--- src/design/rpsp_ram.sv ---
`timescale 1ns / 1ps
`default_nettype none
module rpsp_ram #(
   parameter int WIDTH = 8,
   parameter int DEPTH = 64
) (
   input  wire                      clock,
   input  wire                      wr_en,
   input  wire  [$clog2(DEPTH)-1:0] wr_addr,
   input  wire  [WIDTH-1:0]         wr_data,
   input  wire  [$clog2(DEPTH)-1:0] rd_addr,
   output logic [WIDTH-1:0]         rd_data
);
   logic [WIDTH-1:0] mem_ff [DEPTH];

   always_ff @(posedge clock) begin
      if (wr_en) begin
         mem_ff[wr_addr] <= wr_data;
      end
      rd_data <= mem_ff[rd_addr];
   end
endmodule
`default_nettype wire

--- config.mk ---
export PLATFORM = sky130hd
export DESIGN_NAME = rpsp_ram
export DESIGN_NICKNAME = d
export VERILOG_FILES = /design/src/design/rpsp_ram.sv
export SDC_FILE = /design/constraint.sdc
export NUM_CORES = 1
export LEC_CHECK = 0
export ABC_CLOCK_PERIOD_IN_PS = 2600
export BUFFER_PORTS_ARGS = -buffer_cell sky130_fd_sc_hd__buf_2
export CAP_MARGIN = 20
export CORE_ASPECT_RATIO = 1.2
export CORE_MARGIN = 4
export CORE_UTILIZATION = 55
export CTS_BUF_LIST = sky130_fd_sc_hd__clkbuf_4
export DETAILED_ROUTE_END_ITERATION = 6
export PLACE_DENSITY = 0.77
export SLEW_MARGIN = 40
export SYNTH_ARGS = -nofsm -noshare
export SYNTH_HDL_FRONTEND = slang
export SYNTH_SLANG_ARGS = --single-unit
--- constraint.sdc ---
create_clock -name clock -period 2.6 [get_ports clock]
set_input_delay 0.39 -clock clock [delete_from_list [all_inputs] [get_ports clock]]
set_output_delay 0.39 -clock clock [all_outputs]
set_load 0.01 [all_outputs]
# --- Word level (Yosys, flattened, before mapping) ---
# Memory sizes are Yosys's and may differ from the RTL's. A register that Yosys moved wholly into a read port is not among the register bits.
# Cells that the tools add are included.
word_totals:
  output_inout_bits: 8
  n_memories: 1
  regBits: 0
  in_bits: 22
  ramBits: 512
memory_table:
  columns: ["memory", "depth", "width", "rd", "rd_ports_with_merged_regs", "wr", "line_no", "rtl"]
  rows:
  - ["mem_ff", 64, 8, 1, 1, 1, "14", "logic [WIDTH-1:0] mem_ff [DEPTH];"]
op_classes:
  n_mux: 2
op_table:
  columns: ["op", "n"]
  rows:
  - ["1-bit 2-to-1 mux", 2]

# --- Logic depth before layout (Yosys ltp) ---
# Gate-level depths: netlist (run 1).
logic_depth:
  word_depth: 2
  depth_mapped: 9
  mapped_depth_nobuf: 5

# --- Least setup slack after synthesis (run 1) ---
# No wires, ideal clock.
synth_path:
  path_kind: "input -> register"
  startpoint: "input port rd_addr[1]"
  endpoint: "register rd_data[3], read port of mem_ff"
  n_path_buf: 3
  slack_ns: 0.542
  required_ns: 2.472
  path_stages: 7
  arrival_time_ns: 1.930
  path_cell_list: "buf_4 > buf_2 > buf_2 > mux4_2 > mux4_2 > o21ai_1 > o41ai_1"
synth_rtl:
  columns: ["element", "line_no", "rtl"]
  rows:
  - ["start: declaration", "11", "input wire [$clog2(DEPTH)-1:0] rd_addr,"]
  - ["end: declaration", "12", "output logic [WIDTH-1:0] rd_data"]

==> impl_metrics.py, run 1 <==
metrics = {
    "pwr": {
        "switching_share_pct": 21.9,
        "p_clk_share_pct": 37.5,
        "p_seq_share_pct": 57.1,
        "internal_power_uw": 12700,
        "p_comb_share_pct": 5.4,
        "switchingPower_uw": 3570,
        "power_uw": 16300,
        "power.leakage_uw": 0.00760,
        "vdd_drop_max_uv": 291,
        "power_density_nw_per_um2": 706,
    },
    "synth": {
        "synth_fa_ha_area_share_pct": 0,
        "synth_xor_area_share_pct": 0,
        "synth-simple-area-share_pct": 3.39,
        "synth_warnings": 0,
        "muxShareOfSynthArea_pct": 15.9,
        "synthTopCellsByCount": "edfxtp_1 (512), mux4_2 (126), nor2_1 (83), mux2i_1 (23), nand2_1 (19)",
        "synth_most_common_cell": "edfxtp_1",
        "synth_ff_type": "edfxtp_1",
        "synth_compound_area_share_pct": 2.07,
        "synth-edff-count": 512,
        "synth_cell_types": 40,
        "syn_area_per_cell_um2": 21.5,
        "synth_area_um2": 20200,
        "synth_nets": 962,
        "yosysTopAreaCell": "edfxtp_1",
        "ys_ff_latch": 520,
        "synth_top_family_by_area": "multiplexers",
        "postSynthCellCount": 940,
        "netlist.area_leader.share_pct": 76.2,
        "synth_area_leaders": "edfxtp_1 (76%), mux4_2 (14%), nor2_1 (1.5%)",
        "yosysSeqAreaShare_pct": 77.0,
        "synth-async-reset-ratio_pct": 0,
    },
    "sta": {
        "maxSlewHeadroom_pct": 50.3,
        "grt_setup_unrepaired": "no",
        "tightestPinTransition_ns": 0.746,
        "clock_skew_ns": 0.0613,
        "finalCritPeriodShare_pct": 73.6,
        "report.final.slew_viol_count": 0,
        "hold_viol_final": 0,
        "period_minus_slack_ns": 1.91,
        "setup_viol": 0,
        "max_freq_mhz": 522,
        "tns_ns": 0,
    },
    "routing": {
        "drt_pass1_iterations": 5,
        "via_per_inst": 6.02,
        "ant_nets": 0,
        "drc": 0,
        "totalWireLength_um": 43300,
        "wl_per_cell_um": 25.1,
        "routed-via-count": 10366,
        "drt_iter0_markers": 1215,
    },
    "clocking": {
        "cts_tree": "built",
        "clockBufferDepth": 3,
        "worstSkewPairLatency_ns": 0.83,
        "cts_sinks": 520,
        "path_clk_slew_ns": 0.07,
        "cts_root_buf": "clkbuf_4",
        "htree_levels": 3,
        "tritoncts.num_buffers": 114,
        "cts_resized": 0,
    },
    "global_routing": {
        "grt_pass1_wl_um": 66200,
        "overflow": 0,
        "grt_max_degree": 65,
        "antenna_found_initial": 2,
        "grt_pass1_vias": 10884,
        "grt_use_total_pct": 22.5,
    },
    "setup_path": {
        "critPathKind": "flop to flop",
        "start_kind": "flop",
        "path_max_fanout": 1,
        "worst_ep_arrival_time_ns": 2.60,
        "ff2ff_path_depth": 5,
        "cp_data_required_time_ns": 3.28,
        "cp-end-kind": "flop",
    },
    "placed_design": {
        "port_buffers": 29,
        "place_congestion": 0.825,
        "hpwl_um": 27100,
    },
    "hold_path": {
        "holdPathStages": 3,
        "hold_path.class": "input port to flop",
    },
    "layout": {
        "nets": 1177,
        "syn2layout_area_growth_pct": 14.5,
        "drive_gt1_share_pct": 37.5,
    },
    "die": {
        "start_util_pct": 56.0,
        "io_pins": 30,
        "die-width_um": 183,
        "core-area_um2": 36000,
        "die_h_um": 218,
        "dieArea_um2": 39800,
        "row_count": 76,
    },
    "run_status": {
        "outcome": "completed",
    },
    "run": {
        "cap_violations": 0,
    },
}
-- placed cells by master, fill, tap and decap left out, types with 4 or more instances in the layout --
cell type / instances
a211oi_1: 4
a221oi_1: 6
buf_12: 7
buf_2: 25
buf_4: 115
clkbuf_4: 169
clkinv_1: 33
clkinv_2: 4
dfxtp_1: 8
edfxtp_1: 512
mux2_2: 13
mux2i_1: 23
mux4_2: 126
nand2_1: 19
nand2b_1: 7
nand3_1: 13
nor2_1: 83
nor2b_1: 14
nor3_1: 7
o221ai_1: 8
o22ai_1: 8
-- flip-flops by register name, indices dropped and copies added (netlist names) --
register,count
rd_data,8
mem_ff,512
-- worst paths after layout --
check | slack [ns] | start | endpoint
worst max-delay path | 0.69 | mem_ff[28][4]$_DFFE_PP_ | rd_data[4]$_DFF_P_
worst min-delay path | 0.08 | wr_addr[2] | mem_ff[53][1]$_DFFE_PP_
worst max register to register | 0.69 | mem_ff[28][4]$_DFFE_PP_ | rd_data[4]$_DFF_P_
worst min register to register | 0.84 | mem_ff[31][4]$_DFFE_PP_ | rd_data[4]$_DFF_P_
-- power by group through the flow --
stage	clock [µW]	combinational (µW)	sequential, µW
detailed placement	0	890	9490
global placement	0	868	9480
floorplan	0	494	9480
CTS	6250	893	9300
global route	6730	944	9300
finish	6110	888	9300
-- logic make-up after synthesis --
| group | count (synthesis) |
|---|---|
| flip-flops | 520 |
| multiplexers | 162 |
| AND/OR/NAND/NOR | 153 |
| AO/OA/AOI/OAI | 54 |
| buffers and inverters | 51 |
-- final cells by class --
class,instances,area (µm²)
fillers,2371,13000
diodes,3,7.51
multi-input cells,369,4320
flip-flops and latches,520,15500
well taps,468,586
repair buffers,150,1160
clock buffers,169,1270
clock inverters,44,209
-- through the flow --
step,util (%),hold WS [ns],cells,worst slack [ns],cell area [µm²]
after floorplan,-,0.489,940,0.542,20200
after CTS,64.0,0.0213,1720,0.682,23100
final,64.1,0.0832,1723,0.685,23100
after global placement,59.9,0.808,1505,0.0699,21600
after global routing,64.0,0.0857,1722,0.625,23100
after detailed placement,59.9,0.812,1505,0.0895,21600
-- repair_timing --
item	4_1_cts	5_1_grt
hold endpoints to repair	18	0
hold buffers	2	0
buffers inserted	0	0
endpoints found under the setup margin	0	0
-- metal layers --
metal	track usage, %	vias up	share of wire [%]
met5	0	-	0
met4	9.54	0	2.9
met3	4.45	80	7.8
met2	36.7	505	52
met1	30.1	5331	38
li1	-	4450	-
-- critical path, cell delays in order (launching register included) --
cell and delay, ns:
edfxtp_1 0.39, mux4_2 0.46, mux2_2 0.29, o221a_2 0.28
nor3_1 0.25, o32ai_1 0.12
(Power assumes the default switching activity.)
==> inputs of run 2 (changes only) <==
--- a/config.mk
+++ b/config.mk
@@ -5,7 +5,7 @@
 export SDC_FILE = /design/constraint.sdc
 export NUM_CORES = 1
 export LEC_CHECK = 0
-export ABC_CLOCK_PERIOD_IN_PS = 2600
+export ABC_CLOCK_PERIOD_IN_PS = 1880
 export BUFFER_PORTS_ARGS = -buffer_cell sky130_fd_sc_hd__buf_2
 export CAP_MARGIN = 20
 export CORE_ASPECT_RATIO = 1.2
==> constraint.sdc (replaced) <==
create_clock -name clock -period 1.88 [get_ports clock]
set_input_delay 0.282 -clock clock [delete_from_list [all_inputs] [get_ports clock]]
set_output_delay 0.282 -clock clock [all_outputs]
set_load 0.01 [all_outputs]
==> impl_metrics.py, run 2 (synthesis results as in run 1) <==
metrics = {
    "run_status": {
        "outcome": "finished, violations left",
        "failed_checks": "hold timing, setup timing",
    },
    "layout": {
        "nets": 1222,
        "final_cell_mix": "edfxtp_1 (512), clkbuf_4 (173), buf_4 (156), mux4_2 (126), nor2_1 (82)",
        "reg.largest.list": "mem_ff x512, rd_data x8",
        "syn2layout_area_growth_pct": 16.8,
        "final_util_pct": 65.3,
        "fillers": 2283,
        "fin_cells": 1761,
        "largest_register_ffs": 512,
        "final_common_cell": "edfxtp_1",
        "regMostFlops": "mem_ff",
        "drive_gt1_share_pct": 40.0,
    },
    "die": {
        "core-area_um2": 36000,
        "io_pins": 30,
        "die_h_um": 218,
        "dieArea_um2": 39800,
        "row_count": 76,
        "die-width_um": 183,
        "start_util_pct": 56.0,
    },
    "setup_path": {
        "r2r_slack_ns": -0.11,
        "r2r-end": "rd_data[6]$_DFF_P_",
        "worst_ep_arrival_time_ns": 2.63,
        "cp_top_family": "multiplexers",
        "cp_cell_sequence": "mux4_2, mux2_4, o221a_4, nor3_4, o32ai_1",
        "path_buf_inv": 0,
        "rr_startpoint": "mem_ff[29][6]$_DFFE_PP_",
        "cp-end-kind": "flop",
        "cp_slowest_stage_delay_ns": 0.49,
        "critPathKind": "flop to flop",
        "start_kind": "flop",
        "cp_data_required_time_ns": 2.52,
        "ff2ff_path_depth": 5,
        "path_max_fanout": 1,
        "crit_slowest_cell": "mux4_2",
    },
    "hold_path": {
        "holdPathEnd": "rd_data[0]$_DFF_P_",
        "hold_path.class": "input port to flop",
        "min_from": "rd_addr[5]",
        "holdPathStages": 3,
    },
    "routing": {
        "drc": 0,
        "wl_per_cell_um": 24.7,
        "ant_nets": 0,
        "drt_iter0_markers": 1083,
        "totalWireLength_um": 43600,
        "drt_pass1_iterations": 5,
        "routed-via-count": 10463,
        "via_per_inst": 5.94,
    },
    "pwr": {
        "power_density_nw_per_um2": 958,
        "vdd_drop_max_uv": 505,
        "power.leakage_uw": 0.00786,
    },
    "sta": {
        "setup_viol": 1,
        "worst_slack_ns": -0.107,
        "clock_skew_ns": 0.0755,
        "max_freq_mhz": 503,
        "maxSlewHeadroom_pct": 51.2,
        "hold_slack_ns": -0.105,
        "grt_setup_unrepaired": "yes",
        "report.final.slew_viol_count": 0,
        "hold_viol_final": 6,
        "period_minus_slack_ns": 1.99,
        "finalCritPeriodShare_pct": 106,
        "tightestPinTransition_ns": 0.732,
    },
    "global_routing": {
        "grt_util_met3_pct": 5.54,
        "grt_pass1_wl_um": 66600,
        "met2_usage_pct": 36.1,
        "overflow": 0,
        "use_met1_pct": 29.9,
        "antenna_found_initial": 3,
        "grt_use_total_pct": 22.7,
        "top_usage_layer": "met2",
        "grt_pass1_vias": 11008,
        "grt_max_degree": 65,
    },
    "placed_design": {
        "hpwl_um": 27700,
        "placed_cells": 1543,
        "place_congestion": 0.866,
        "port_buffers": 29,
        "post-place-ws_ns": -0.772,
    },
    "clocking": {
        "htree_levels": 3,
        "path_clk_slew_ns": 0.07,
        "clockBufferDepth": 3,
        "worstSkewPairLatency_ns": 0.83,
        "cts_sinks": 520,
        "cts_tree": "built",
        "cts_root_buf": "clkbuf_4",
        "tritoncts.num_buffers": 113,
        "cts_post_setup_buffers_inserted": 0,
    },
    "run": {
        "cap_violations": 0,
    },
}
run 2: cell types whose count changed in the layout (fill, tap and decap cells not counted), sizes merged:
cell         before  now
buf             147  185
clkbuf          170  174
clkinv           37   27
diode             3    4
dlygate4sd3       2   10
inv               4    1
run 2: how the worst max path moves through the flow:
stage	start	slack, ns	cells after the start	end
2_1_floorplan	rd_addr[0]	0.007	6	rd_data[3]$_DFF_P_
3_3_place_gp	rd_addr[0]	-0.74	7	rd_data[6]$_DFF_P_
3_5_place_dp	rd_addr[0]	-0.77	7	rd_data[6]$_DFF_P_
4_1_cts	mem_ff[29][6]$_DFFE_PP_	-0.10	5	rd_data[6]$_DFF_P_
5_1_grt	mem_ff[29][6]$_DFFE_PP_	-0.14	5	rd_data[6]$_DFF_P_
6_report	mem_ff[29][6]$_DFFE_PP_	-0.11	5	rd_data[6]$_DFF_P_
run 2: per-layer routing:
metal  part of all wire, %  vias up
li1                      -     4539
met1                    38     5326
met2                    50      494
met3                   8.3      104
met4                   3.9        0
met5                     0        -
run 2: final cells by class:
class	count	area (µm²)	share of cell area, %
well taps	468	586	2.49
flip-flops and latches	520	15500	66.0
multi-input cells	369	4390	18.6
clock buffers	173	1300	5.52
clock inverters	31	155	0.659
repair buffers	196	1570	6.68
diodes	4	10.0	0.0425
run 2: power breakdown:
part / internal [µW] / switching, µW
Clock: 4320 / 4030
Sequential: 12800 / 48.1
Combinational: 577 / 754
Total: 17700 / 4830
run 2: metrics by stage:
stage / power, µW / cell area (µm²) / setup TNS (ns)
after global routing: 23600 / 23500 / -0.138
after detailed placement: 14400 / 21900 / -3.92
final: 22600 / 23500 / -0.107
after floorplan: 13800 / 20200 / 0
after global placement: 14400 / 21900 / -3.77
after CTS: 22800 / 23500 / -0.157
run 2: repair_timing:
action | CTS | global route
resized for setup | 7 | 8
cloned | 0 | 0
setup endpoints to repair | 3 | 6
pin swaps | 3 | 2
endpoints found under the hold margin | 174 | 22
hold buffers | 9 | 1
run 2: worst register-to-register path, delay by kind of cell (launching register included):
| kind | cells | cell delay (ns) |
|---|---|---|
| AO/OA/AOI/OAI | 2 | 0.38 |
| flip-flops | 1 | 0.37 |
| multiplexers | 2 | 0.78 |
| AND/OR/NAND/NOR | 1 | 0.27 |
